===== config.mk =====
export PLATFORM = sky130hd
export DESIGN_NAME = stick_axis_conditioner
export DESIGN_NICKNAME = d
export VERILOG_FILES = /design/src/rtl/core/sac_pkg.sv /design/src/rtl/core/stick_axis_conditioner.sv /design/src/rtl/core/sac_ctrl.sv /design/src/rtl/core/sac_datapath.sv
export SDC_FILE = /design/constraint.sdc
export NUM_CORES = 2
export LEC_CHECK = 0
export BUFFER_PORTS_ARGS = -buffer_cell sky130_fd_sc_hd__buf_2
export CORE_ASPECT_RATIO = 1.1
export CORE_MARGIN = 4
export CORE_UTILIZATION = 60
export CTS_CLUSTER_DIAMETER = 100
export DETAILED_ROUTE_END_ITERATION = 6
export PLACE_DENSITY = 0.83
export SLEW_MARGIN = 10
export SYNTH_ARGS = -nofsm -noshare
export SYNTH_HDL_FRONTEND = slang
export SYNTH_SLANG_ARGS = --single-unit

===== constraint.sdc =====
create_clock -name clk -period 38 [get_ports clk]
set_input_delay 5.7 -clock clk [delete_from_list [all_inputs] [get_ports clk]]
set_output_delay 5.7 -clock clk [all_outputs]
set_load 0.1 [all_outputs]

===== src/rtl/core/sac_pkg.sv =====
// Package for the stick axis conditioner: register indexes, widths, defaults and
// the command and status types between the controller and the datapath.
// No dependencies.
package sac_pkg;

  localparam int AXIS_FRAC_BITS_DEF = 23;
  localparam int CFG_IDX_W = 3;
  localparam int CFG_DATA_W = 16;

  localparam logic [CFG_IDX_W-1:0] REG_RAMP_UP = 3'd0;
  localparam logic [CFG_IDX_W-1:0] REG_RAMP_DOWN = 3'd1;
  localparam logic [CFG_IDX_W-1:0] REG_MOUSE_GAIN = 3'd2;
  localparam logic [CFG_IDX_W-1:0] REG_SMOOTH = 3'd3;
  localparam logic [CFG_IDX_W-1:0] REG_RECENTER = 3'd4;
  localparam logic [CFG_IDX_W-1:0] REG_DEAD_BAND = 3'd5;

  localparam logic [15:0] RAMP_UP_RST = 16'd2048;
  localparam logic [15:0] RAMP_DOWN_RST = 16'd2048;
  localparam logic [15:0] MOUSE_GAIN_RST = 16'd1024;
  localparam logic [15:0] SMOOTH_RST = 16'd32768;
  localparam logic [15:0] RECENTER_RST = 16'd2048;
  localparam logic [14:0] DEAD_BAND_RST = 15'd3277;
  localparam logic [14:0] DEAD_BAND_CAP = 15'd31129;

  localparam logic [63:0] SQRT_HALF_Q32 = 64'd3037000500;

  localparam logic [1:0] AX_LX = 2'd0;
  localparam logic [1:0] AX_LY = 2'd1;
  localparam logic [1:0] AX_RX = 2'd2;
  localparam logic [1:0] AX_RY = 2'd3;

  typedef enum logic [3:0] {
    MUL_NONE,
    MUL_UP,
    MUL_DN,
    MUL_RC,
    MUL_DX,
    MUL_DY,
    MUL_LVS,
    MUL_TGS,
    MUL_SHP
  } mul_sel_t;

  typedef enum logic [3:0] {
    OP_NONE,
    OP_WB_UP,
    OP_WB_DN,
    OP_WB_RC,
    OP_WB_MX,
    OP_WB_MY,
    OP_HOLD,
    OP_BLEND,
    OP_LEFT,
    OP_RECENTER,
    OP_DIVINIT,
    OP_DIVSTEP,
    OP_DIVEND
  } op_sel_t;

  typedef struct packed {
    logic     load_in;
    logic     load_out;
    mul_sel_t mul_sel;
    op_sel_t  op_sel;
    logic [1:0] ax;
  } sac_cmd_t;

  typedef struct packed {
    logic mouse_moved;
  } sac_stat_t;

endpackage


===== src/rtl/core/stick_axis_conditioner.sv =====
// Stick axis conditioner top level: keys and mouse deltas to two conditioned sticks.
// Takes one request at a time and no new one until the current result is loaded to the output;
// most of the work is the 16-step output divider that runs once for each of the four axes.
// A new request is taken while the previous result waits at the output.
// Synchronous active-low reset restores register defaults and zeroes all levels.
// Instantiates sac_ctrl and sac_datapath; depends on sac_pkg.
module stick_axis_conditioner #(
  parameter int AXIS_FRAC_BITS = sac_pkg::AXIS_FRAC_BITS_DEF
) (
  input  logic                           clk,
  input  logic                           rst_n,
  input  logic                           cfg_valid,
  output logic                           cfg_ready,
  input  logic [sac_pkg::CFG_IDX_W-1:0]  cfg_index,
  input  logic [sac_pkg::CFG_DATA_W-1:0] cfg_data,
  input  logic                           in_valid,
  output logic                           in_ready,
  input  logic                           in_left_neg_key,
  input  logic                           in_left_pos_key,
  input  logic                           in_down_neg_key,
  input  logic                           in_up_pos_key,
  input  logic signed [15:0]             in_mouse_dx,
  input  logic signed [15:0]             in_mouse_dy,
  input  logic [15:0]                    in_frame_time,
  output logic                           out_valid,
  input  logic                           out_ready,
  output logic signed [15:0]             out_left_x_out,
  output logic signed [15:0]             out_left_y_out,
  output logic signed [15:0]             out_right_x_out,
  output logic signed [15:0]             out_right_y_out
);
  import sac_pkg::*;

  sac_cmd_t cmd;
  sac_stat_t stat;

  assign cfg_ready = 1'b1;

  sac_ctrl u_ctrl (
    .clk       (clk),
    .rst_n     (rst_n),
    .in_valid  (in_valid),
    .in_ready  (in_ready),
    .out_valid (out_valid),
    .out_ready (out_ready),
    .stat      (stat),
    .cmd       (cmd)
  );

  sac_datapath #(
    .AXIS_FRAC_BITS(AXIS_FRAC_BITS)
  ) u_dp (
    .clk             (clk),
    .rst_n           (rst_n),
    .cfg_we          (cfg_valid),
    .cfg_index       (cfg_index),
    .cfg_data        (cfg_data),
    .in_left_neg_key (in_left_neg_key),
    .in_left_pos_key (in_left_pos_key),
    .in_down_neg_key (in_down_neg_key),
    .in_up_pos_key   (in_up_pos_key),
    .in_mouse_dx     (in_mouse_dx),
    .in_mouse_dy     (in_mouse_dy),
    .in_frame_time   (in_frame_time),
    .cmd             (cmd),
    .stat            (stat),
    .out_left_x_out  (out_left_x_out),
    .out_left_y_out  (out_left_y_out),
    .out_right_x_out (out_right_x_out),
    .out_right_y_out (out_right_y_out)
  );

endmodule


===== src/rtl/core/sac_ctrl.sv =====
// Controller of the stick axis conditioner: sequences the shared multiplier,
// the stick updates and the per-axis output divider. Depends on sac_pkg.
module sac_ctrl (
  input  logic              clk,
  input  logic              rst_n,
  input  logic              in_valid,
  output logic              in_ready,
  output logic              out_valid,
  input  logic              out_ready,
  input  sac_pkg::sac_stat_t stat,
  output sac_pkg::sac_cmd_t  cmd
);
  import sac_pkg::*;

  typedef enum logic [3:0] {
    S_IDLE,
    S_PRE,
    S_MOUSE,
    S_RECEN,
    S_SHP_MUL,
    S_SHP_INIT,
    S_DIV,
    S_DIV_END,
    S_FINISH
  } state_t;

  state_t state_r, state_nxt;
  logic [3:0] cnt_r, cnt_nxt;
  logic [1:0] ax_r, ax_nxt;
  logic out_valid_r, out_valid_nxt;

  assign in_ready = (state_r == S_IDLE);
  assign out_valid = out_valid_r;

  always_comb begin
    state_nxt = state_r;
    cnt_nxt = cnt_r;
    ax_nxt = ax_r;
    out_valid_nxt = out_valid_r;
    cmd = '{load_in: 1'b0, load_out: 1'b0, mul_sel: MUL_NONE, op_sel: OP_NONE, ax: ax_r};
    if (out_valid_r && out_ready) begin
      out_valid_nxt = 1'b0;
    end
    case (state_r)
      S_IDLE: begin
        if (in_valid) begin
          cmd.load_in = 1'b1;
          state_nxt = S_PRE;
          cnt_nxt = 4'd0;
        end
      end
      S_PRE: begin
        cnt_nxt = cnt_r + 4'd1;
        case (cnt_r)
          4'd0: cmd.mul_sel = MUL_UP;
          4'd1: begin
            cmd.mul_sel = MUL_DN;
            cmd.op_sel = OP_WB_UP;
          end
          4'd2: begin
            cmd.mul_sel = MUL_RC;
            cmd.op_sel = OP_WB_DN;
          end
          4'd3: begin
            cmd.mul_sel = MUL_DX;
            cmd.op_sel = OP_WB_RC;
          end
          4'd4: begin
            cmd.mul_sel = MUL_DY;
            cmd.op_sel = OP_WB_MX;
          end
          4'd5: cmd.op_sel = OP_WB_MY;
          4'd6: begin
            cmd.op_sel = OP_LEFT;
            cmd.ax = AX_LX;
          end
          default: begin
            cmd.op_sel = OP_LEFT;
            cmd.ax = AX_LY;
            cnt_nxt = 4'd0;
            state_nxt = stat.mouse_moved ? S_MOUSE : S_RECEN;
          end
        endcase
      end
      S_MOUSE: begin
        cnt_nxt = cnt_r + 4'd1;
        cmd.ax = (cnt_r < 4'd3) ? AX_RX : AX_RY;
        case (cnt_r)
          4'd0, 4'd3: cmd.mul_sel = MUL_LVS;
          4'd1, 4'd4: begin
            cmd.mul_sel = MUL_TGS;
            cmd.op_sel = OP_HOLD;
          end
          4'd2: cmd.op_sel = OP_BLEND;
          default: begin
            cmd.op_sel = OP_BLEND;
            cnt_nxt = 4'd0;
            ax_nxt = AX_LX;
            state_nxt = S_SHP_MUL;
          end
        endcase
      end
      S_RECEN: begin
        cmd.op_sel = OP_RECENTER;
        cmd.ax = (cnt_r == 4'd0) ? AX_RX : AX_RY;
        cnt_nxt = cnt_r + 4'd1;
        if (cnt_r != 4'd0) begin
          cnt_nxt = 4'd0;
          ax_nxt = AX_LX;
          state_nxt = S_SHP_MUL;
        end
      end
      S_SHP_MUL: begin
        cmd.mul_sel = MUL_SHP;
        state_nxt = S_SHP_INIT;
      end
      S_SHP_INIT: begin
        cmd.op_sel = OP_DIVINIT;
        cnt_nxt = 4'd0;
        state_nxt = S_DIV;
      end
      S_DIV: begin
        cmd.op_sel = OP_DIVSTEP;
        cnt_nxt = cnt_r + 4'd1;
        if (cnt_r == 4'd15) begin
          state_nxt = S_DIV_END;
        end
      end
      S_DIV_END: begin
        cmd.op_sel = OP_DIVEND;
        ax_nxt = ax_r + 2'd1;
        state_nxt = (ax_r == AX_RY) ? S_FINISH : S_SHP_MUL;
      end
      S_FINISH: begin
        if (!out_valid_r || out_ready) begin
          cmd.load_out = 1'b1;
          out_valid_nxt = 1'b1;
          state_nxt = S_IDLE;
        end
      end
      default: state_nxt = S_IDLE;
    endcase
  end

  always_ff @(posedge clk) begin
    if (!rst_n) begin
      state_r <= S_IDLE;
      cnt_r <= 4'd0;
      ax_r <= AX_LX;
      out_valid_r <= 1'b0;
    end else begin
      state_r <= state_nxt;
      cnt_r <= cnt_nxt;
      ax_r <= ax_nxt;
      out_valid_r <= out_valid_nxt;
    end
  end

endmodule


===== src/rtl/core/sac_datapath.sv =====
// Datapath of the stick axis conditioner: configuration registers, stick levels,
// one shared multiplier, ramp and blend logic and a restoring divider.
// Depends on sac_pkg.
module sac_datapath #(
  parameter int AXIS_FRAC_BITS = sac_pkg::AXIS_FRAC_BITS_DEF
) (
  input  logic                             clk,
  input  logic                             rst_n,
  input  logic                             cfg_we,
  input  logic [sac_pkg::CFG_IDX_W-1:0]    cfg_index,
  input  logic [sac_pkg::CFG_DATA_W-1:0]   cfg_data,
  input  logic                             in_left_neg_key,
  input  logic                             in_left_pos_key,
  input  logic                             in_down_neg_key,
  input  logic                             in_up_pos_key,
  input  logic signed [15:0]               in_mouse_dx,
  input  logic signed [15:0]               in_mouse_dy,
  input  logic [15:0]                      in_frame_time,
  input  sac_pkg::sac_cmd_t                cmd,
  output sac_pkg::sac_stat_t               stat,
  output logic signed [15:0]               out_left_x_out,
  output logic signed [15:0]               out_left_y_out,
  output logic signed [15:0]               out_right_x_out,
  output logic signed [15:0]               out_right_y_out
);
  import sac_pkg::*;

  localparam int F = AXIS_FRAC_BITS;
  localparam int LW = F + 2;
  localparam int PW = LW + 18;
  localparam int DW = F + 18;
  localparam logic [63:0] ONE64 = 64'd1 << F;
  localparam logic [LW-1:0] ONE = LW'(ONE64);
  localparam logic [63:0] DIAG64 = (SQRT_HALF_Q32 * ONE64 + 64'd2147483648) >> 32;
  localparam logic [LW-1:0] DIAG = LW'(DIAG64);
  localparam int SSHL = (F >= 24) ? F - 24 : 0;
  localparam int SSHR = (F >= 24) ? 0 : 24 - F;
  localparam logic [63:0] SRND = (SSHR > 0) ? (64'd1 << (SSHR - 1)) : 64'd0;
  localparam int MSHL = (F >= 16) ? F - 16 : 0;
  localparam int MSHR = (F >= 16) ? 0 : 16 - F;
  localparam logic [63:0] MRND = (MSHR > 0) ? (64'd1 << (MSHR - 1)) : 64'd0;
  localparam logic [63:0] STEP_MAX = (64'd1 << LW) - 64'd1;

  logic [15:0] ramp_up_r, ramp_dn_r, gain_r, smooth_r, recen_r;
  logic [14:0] dead_band_r;
  logic kln_r, klp_r, kdn_r, kup_r;
  logic signed [15:0] dx_r, dy_r;
  logic [15:0] t_r;
  logic signed [LW-1:0] lev_r [4];
  logic signed [LW-1:0] lev_nxt;
  logic [LW-1:0] step_up_r, step_dn_r, step_rc_r, step_cv;
  logic signed [LW-1:0] mx_r, my_r, mouse_cv, blend_cv;
  logic signed [PW-1:0] prod_r;
  logic signed [63:0] hold_r;
  logic signed [LW-1:0] mul_a;
  logic signed [17:0] mul_b;
  logic zero_r, neg_r;
  logic [DW-1:0] rem_r, dvs_r;
  logic [15:0] q_r;
  logic signed [15:0] res_r [4];

  logic signed [LW-1:0] cur;
  logic [LW-1:0] cur_mag, dead_w, shp_mag;
  logic signed [63:0] p64;

  assign stat.mouse_moved = (dx_r != 16'sd0) || (dy_r != 16'sd0);
  assign cur = lev_r[cmd.ax];
  assign cur_mag = cur[LW-1] ? LW'(-cur) : LW'(cur);
  assign dead_w = LW'({49'd0, dead_band_r} << (F - 15));
  assign shp_mag = cur_mag - dead_w;
  assign p64 = 64'(prod_r);

  always_comb begin
    mul_a = '0;
    mul_b = '0;
    case (cmd.mul_sel)
      MUL_UP: begin
        mul_a = signed'(LW'(ramp_up_r));
        mul_b = signed'({2'b00, t_r});
      end
      MUL_DN: begin
        mul_a = signed'(LW'(ramp_dn_r));
        mul_b = signed'({2'b00, t_r});
      end
      MUL_RC: begin
        mul_a = signed'(LW'(recen_r));
        mul_b = signed'({2'b00, t_r});
      end
      MUL_DX: begin
        mul_a = LW'(dx_r);
        mul_b = signed'({2'b00, gain_r});
      end
      MUL_DY: begin
        mul_a = -LW'(dy_r);
        mul_b = signed'({2'b00, gain_r});
      end
      MUL_LVS: begin
        mul_a = cur;
        mul_b = signed'({2'b00, smooth_r});
      end
      MUL_TGS: begin
        mul_a = (cmd.ax == AX_RX) ? mx_r : my_r;
        mul_b = 18'sd65536 - signed'({2'b00, smooth_r});
      end
      MUL_SHP: begin
        mul_a = signed'(shp_mag);
        mul_b = cur[LW-1] ? 18'sd32768 : 18'sd32767;
      end
      default: begin
        mul_a = '0;
        mul_b = '0;
      end
    endcase
  end

  always_comb begin
    logic [63:0] w;
    w = (F >= 24) ? (64'(prod_r) << SSHL) : ((64'(prod_r) + SRND) >> SSHR);
    step_cv = (w > STEP_MAX) ? LW'(STEP_MAX) : LW'(w);
  end

  always_comb begin
    logic [63:0] m, mm;
    m = p64[63] ? 64'(-p64) : 64'(p64);
    mm = (F >= 16) ? (m << MSHL) : ((m + MRND) >> MSHR);
    if (mm > ONE64) begin
      mm = ONE64;
    end
    mouse_cv = p64[63] ? -LW'(mm) : LW'(mm);
  end

  always_comb begin
    logic signed [63:0] sum;
    logic [63:0] m, mm;
    sum = hold_r + p64;
    m = sum[63] ? 64'(-sum) : 64'(sum);
    mm = (m + 64'd32768) >> 16;
    if (mm > ONE64) begin
      mm = ONE64;
    end
    blend_cv = sum[63] ? -LW'(mm) : LW'(mm);
  end

  always_comb begin
    logic signed [1:0] tk;
    logic both;
    logic signed [LW-1:0] tgt;
    logic [LW-1:0] tmag, stp;
    logic signed [LW+1:0] c2, t2, s2, n2;
    both = (klp_r != kln_r) && (kup_r != kdn_r);
    if (cmd.ax == AX_LX) begin
      tk = signed'({1'b0, klp_r}) - signed'({1'b0, kln_r});
    end else begin
      tk = signed'({1'b0, kup_r}) - signed'({1'b0, kdn_r});
    end
    tmag = both ? DIAG : ONE;
    if (tk == 2'sd0 || cmd.op_sel == OP_RECENTER) begin
      tgt = '0;
      tmag = '0;
    end else if (tk < 2'sd0) begin
      tgt = -signed'(tmag);
    end else begin
      tgt = signed'(tmag);
    end
    if (cmd.op_sel == OP_RECENTER) begin
      stp = step_rc_r;
    end else begin
      stp = (tmag > cur_mag) ? step_up_r : step_dn_r;
    end
    c2 = (LW+2)'(cur);
    t2 = (LW+2)'(tgt);
    s2 = signed'({2'b00, stp});
    if (c2 < t2) begin
      n2 = c2 + s2;
      if (n2 > t2) begin
        n2 = t2;
      end
    end else begin
      n2 = c2 - s2;
      if (n2 < t2) begin
        n2 = t2;
      end
    end
    lev_nxt = LW'(n2);
  end

  always_ff @(posedge clk) begin
    if (!rst_n) begin
      ramp_up_r <= RAMP_UP_RST;
      ramp_dn_r <= RAMP_DOWN_RST;
      gain_r <= MOUSE_GAIN_RST;
      smooth_r <= SMOOTH_RST;
      recen_r <= RECENTER_RST;
      dead_band_r <= DEAD_BAND_RST;
      for (int i = 0; i < 4; i++) begin
        lev_r[i] <= '0;
      end
    end else begin
      if (cfg_we) begin
        case (cfg_index)
          REG_RAMP_UP: ramp_up_r <= cfg_data;
          REG_RAMP_DOWN: ramp_dn_r <= cfg_data;
          REG_MOUSE_GAIN: gain_r <= cfg_data;
          REG_SMOOTH: smooth_r <= cfg_data;
          REG_RECENTER: recen_r <= cfg_data;
          REG_DEAD_BAND: begin
            dead_band_r <= (cfg_data[14:0] > DEAD_BAND_CAP) ? DEAD_BAND_CAP : cfg_data[14:0];
          end
          default: begin
          end
        endcase
      end
      case (cmd.op_sel)
        OP_BLEND: lev_r[cmd.ax] <= blend_cv;
        OP_LEFT, OP_RECENTER: lev_r[cmd.ax] <= lev_nxt;
        default: begin
        end
      endcase
    end
  end

  always_ff @(posedge clk) begin
    if (cmd.load_in) begin
      kln_r <= in_left_neg_key;
      klp_r <= in_left_pos_key;
      kdn_r <= in_down_neg_key;
      kup_r <= in_up_pos_key;
      dx_r <= in_mouse_dx;
      dy_r <= in_mouse_dy;
      t_r <= in_frame_time;
    end
    prod_r <= PW'(mul_a) * PW'(mul_b);
    if (cmd.mul_sel == MUL_SHP) begin
      zero_r <= cur_mag < dead_w;
      neg_r <= cur[LW-1];
    end
    case (cmd.op_sel)
      OP_WB_UP: step_up_r <= step_cv;
      OP_WB_DN: step_dn_r <= step_cv;
      OP_WB_RC: step_rc_r <= step_cv;
      OP_WB_MX: mx_r <= mouse_cv;
      OP_WB_MY: my_r <= mouse_cv;
      OP_HOLD: hold_r <= p64;
      OP_DIVINIT: begin
        rem_r <= DW'({p64[62:0], 1'b0}) + DW'(ONE - dead_w);
        dvs_r <= DW'(ONE - dead_w) << 16;
        q_r <= '0;
      end
      OP_DIVSTEP: begin
        if (rem_r >= dvs_r) begin
          rem_r <= rem_r - dvs_r;
          q_r <= {q_r[14:0], 1'b1};
        end else begin
          q_r <= {q_r[14:0], 1'b0};
        end
        dvs_r <= dvs_r >> 1;
      end
      OP_DIVEND: begin
        res_r[cmd.ax] <= zero_r ? 16'sd0 : (neg_r ? -signed'(q_r) : signed'(q_r));
      end
      default: begin
      end
    endcase
    if (cmd.load_out) begin
      out_left_x_out <= res_r[0];
      out_left_y_out <= res_r[1];
      out_right_x_out <= res_r[2];
      out_right_y_out <= res_r[3];
    end
  end

endmodule

==> impl_results.md <==
* Status: finished, violations left
* Failing checks: DRC
* Clock Pin Slew Worst Setup and Hold Paths at 0.07 ns
* Number of synthesized register bits at between 600 and 700
* Synth Area per Inst at 9.16 sq um
* Final WL at 178 mm
* R2R depth at 51
* Async SR Flop Fraction at 0%
* Minimum clock period at about 14 ns
* DRT iter0 DRCs at approximately 5700
* Antenna violations before repair at 2
* Multi-input logic area at between 0.03 and 0.04 sq mm
* Postcts setup bufs at 0
* HPWL after DPL at 136 mm
* Post-Syn Area at between 0.05 and 0.06 sq mm
* Most common cell after layout, fill and taps aside: inv_1
* Final Hold Vio Count at 0
* Post-synth top flop: edfxtp_1
* CTS tree: done
* Crit Path Class: register to register
* Gate Count Post-Synth at around 6400
* Post-Place Cells at 7645
* Gpl congestion at slightly above 1
* First-pass GRT wire length at roughly 270 mm
* Most frequent cells in the layout: inv_1 (720), nand2_1 (715), nor2_1 (676), edfxtp_1 (533), fa_1 (416)
* Seq/Total Area, Yosys at 32.6%
* EDFF count, synth at around 530
* Crit path to: u_dp.prod_r[42]$_DFF_P_
* Post-route insts no fill at a little under 8000
* Layout Nets at ~7300
* CP required at 38.56 ns
* Die height at ~330 microns
* Die Area at approximately 0.1 sq mm
* Setup TNS at 0 ns
* Leak at approximately 27 nW
* RSZ-0062 raised after global routing: false
* Initial core utilization at between 60 and 70%
* PwrDens at approximately 78 mW/mm^2
* Die W at 305 microns
* Vias in the first global route at about 48000
* Root buf cell: clkbuf_16
* Core Util, Final at 65.8%
* Slew HR at between 9 and 10%
* Most frequent CP cell: a21oi_1
* Clk_lat worst skew at between 0.6 and 0.7 ns
* IO Pins at 143
* DRC at 1
* Crit path launch: u_ctrl.state_r[0]$_SDFFE_PN0P_
* Type of origin of the critical path: register
* FF-to-FF End: u_dp.prod_r[42]$_DFF_P_
* Post-route clock period utilization at between 30% and 40%
* Fillers at roughly 7500
* Via density at 6.31
* Largest net degree at the start of global routing at 91
* Syn. warnings at 0
* GRT Overall Usage at between 30 and 40%
* Setup crit end kind: register
* Fin Clk Skew at ~0.037 ns
* Post-route ant nets at 0
* Core footprint at 0.0960 sq mm
* Htree depth at 3
* HP Class: register to register
* Crit path DAT at 14.90 ns
* Crit path max-delay cell type: dfxtp_1
* Post-detailed-route wirelength per cell at around 23 microns
* N_diodes at 0
* Port Buffers at ~140
* Slew at the pin closest to its max-slew limit at between 1 and 1.5 ns
* Share of cells above drive strength 1 at around 8%
* Slew Viols, Final at 0
* Clock Path Buffers at 3
* Fmax at approximately 0.070 GHz
* Max cap viols at 0
* Final setup violation count at 0
* Num Clock Sinks at between 600 and 700
* Via count at roughly 49000
* R2R setup slack at approximately 24 ns
* Post_cts resized at 0
* Number of cell rows at ~120
* Drt pass-1 iters at 7
* Total congestion overflow at 0
* Synth cell types at around 110
* Reg area at about 0.019 sq mm
* Cts hold-fix bufs at 0
* Critical Path Max Stage Delay at approximately 0.72 ns
* Clock buffer count from CTS at 74
* Area growth from synthesis to layout at 8.41%
* Worst Path Max Fanout at 50
* Worst reg2reg startpoint: u_ctrl.state_r[0]$_SDFFE_PN0P_
* Min Hold Slack at approximately 0.41 ns
* VDD IR max at about 0.11 mV
## stage by stage
stage	power [mW]	setup WS (ns)	area [sq um]
floorplan	3.17	24.20	58300
global route	5.24	22.59	63200
finish	4.92	23.67	63200
CTS	4.84	23.76	63200
detailed placement	4.10	23.82	60700
global placement	4.05	24.24	60700
## per-layer routing
metal,vias up,wire length (microns),track usage (%)
met4,0,15200,24.0
met1,23500,63500,41.0
met3,771,17500,7.00
li1,22000,-,-
met5,-,0,0
met2,2781,81700,54.9
## report_power, final
| part | total [mW] | switching (mW) | internal, mW | leakage (nW) |
|---|---|---|---|---|
| Clock | 0.728 | 0.325 | 0.403 | 1.20 |
| Sequential | 0.938 | 0.0449 | 0.893 | 6.21 |
| Combinational | 3.25 | 2.11 | 1.15 | 19.2 |
| Total | 4.92 | 2.48 | 2.44 | 26.7 |
## worst max-delay path, delay by kind of cell (launching register included)
family,cells,cell delay [ns]
xor gates and xnor gates,5,1.43
and+or+nand+nor,12,2.62
DFF,1,0.72
AOI/OAI and AO/OA,19,4.19
buffers and inverters,5,1.09
adders and majority gates,8,3.61
muxes,2,0.57
## how the worst min path moves through the flow
stage | startpoint | to | slack, ns | cells past startpoint
after global placement | u_dp.res_r[1][4]$_DFFE_PP_ | out_left_y_out[4]$_DFFE_PP_ | 0.40 | 0
after detailed placement | u_dp.res_r[1][1]$_DFFE_PP_ | out_left_y_out[1]$_DFFE_PP_ | 0.40 | 0
after global routing | u_dp.res_r[0][13]$_DFFE_PP_ | out_left_x_out[13]$_DFFE_PP_ | 0.42 | 0
after floorplan | u_dp.res_r[0][0]$_DFFE_PP_ | out_left_x_out[0]$_DFFE_PP_ | 0.40 | 0
final | u_dp.res_r[0][13]$_DFFE_PP_ | out_left_x_out[13]$_DFFE_PP_ | 0.41 | 0
after CTS | u_dp.res_r[0][13]$_DFFE_PP_ | out_left_x_out[13]$_DFFE_PP_ | 0.41 | 0
## Yosys cell counts, types with 11 or more instances
cell | count | area, sq um
or2_2 | 38 | 238
edfxtp_1 | 533 | 16000
and2_1 | 49 | 307
o211ai_1 | 19 | 143
a22oi_1 | 16 | 120
o22ai_1 | 32 | 200
xnor2_1 | 259 | 2270
mux2_2 | 17 | 191
a21boi_0 | 18 | 135
nand4_1 | 53 | 332
nand3_1 | 116 | 581
or3_1 | 37 | 231
o21bai_1 | 53 | 398
fa_1 | 416 | 8330
nand2b_1 | 75 | 469
dfxtp_1 | 149 | 2980
inv_1 | 720 | 2700
nand4b_1 | 11 | 96.3
a221oi_1 | 18 | 158
a221o_1 | 13 | 130
clkbuf_1 | 228 | 856
nor3_1 | 118 | 591
nor2b_1 | 68 | 425
o31a_1 | 14 | 123
ha_1 | 374 | 4680
nand2_1 | 716 | 2690
o31ai_1 | 47 | 353
a21oi_1 | 380 | 1900
a21o_1 | 77 | 578
buf_1 | 15 | 56.3
or4_1 | 18 | 135
mux2i_1 | 85 | 851
nor2_1 | 687 | 2580
xor2_1 | 105 | 920
buf_2 | 12 | 60.1
a211oi_1 | 33 | 248
a31oi_1 | 42 | 263
a2111oi_0 | 20 | 175
and3_1 | 53 | 332
nor4_1 | 43 | 269
o21a_1 | 73 | 548
o21ai_0 | 270 | 1350
o41ai_1 | 12 | 105
## registers in the layout, indices dropped and copies added, names as in the netlist, 18 cells and up
signal	count
u_dp.rem_r	41
u_dp.lev_r	100
u_dp.mx_r	18
u_dp.step_up_r	25
u_dp.dvs_r	40
u_dp.my_r	18
u_dp.step_rc_r	25
u_dp.step_dn_r	25
u_dp.prod_r	43
u_dp.res_r	64
u_dp.hold_r	43
## area by class of cell
type / count / share of cell area [%]
Clock buffer: 90 / 3.16
Clock inverter: 47 / 0.719
Inverter: 722 / 4.29
Multi-Input combinational cell: 4704 / 56.6
Sequential cell: 682 / 30.1
Tap cell: 1270 / 2.52
Timing Repair Buffer: 267 / 2.61
## logic make-up after synthesis
logic type / after synthesis / share of synthesized area [%]
buf+inv: 980 / 6.36
compound gates: 1294 / 14.5
xor+xnor: 367 / 5.55
simple gates: 2135 / 16.7
other cells: 2 / 0.0129
fa+ha+maj: 796 / 22.4
mux: 104 / 1.83
flops: 682 / 32.6
Power figures use the tool's default switching activity.
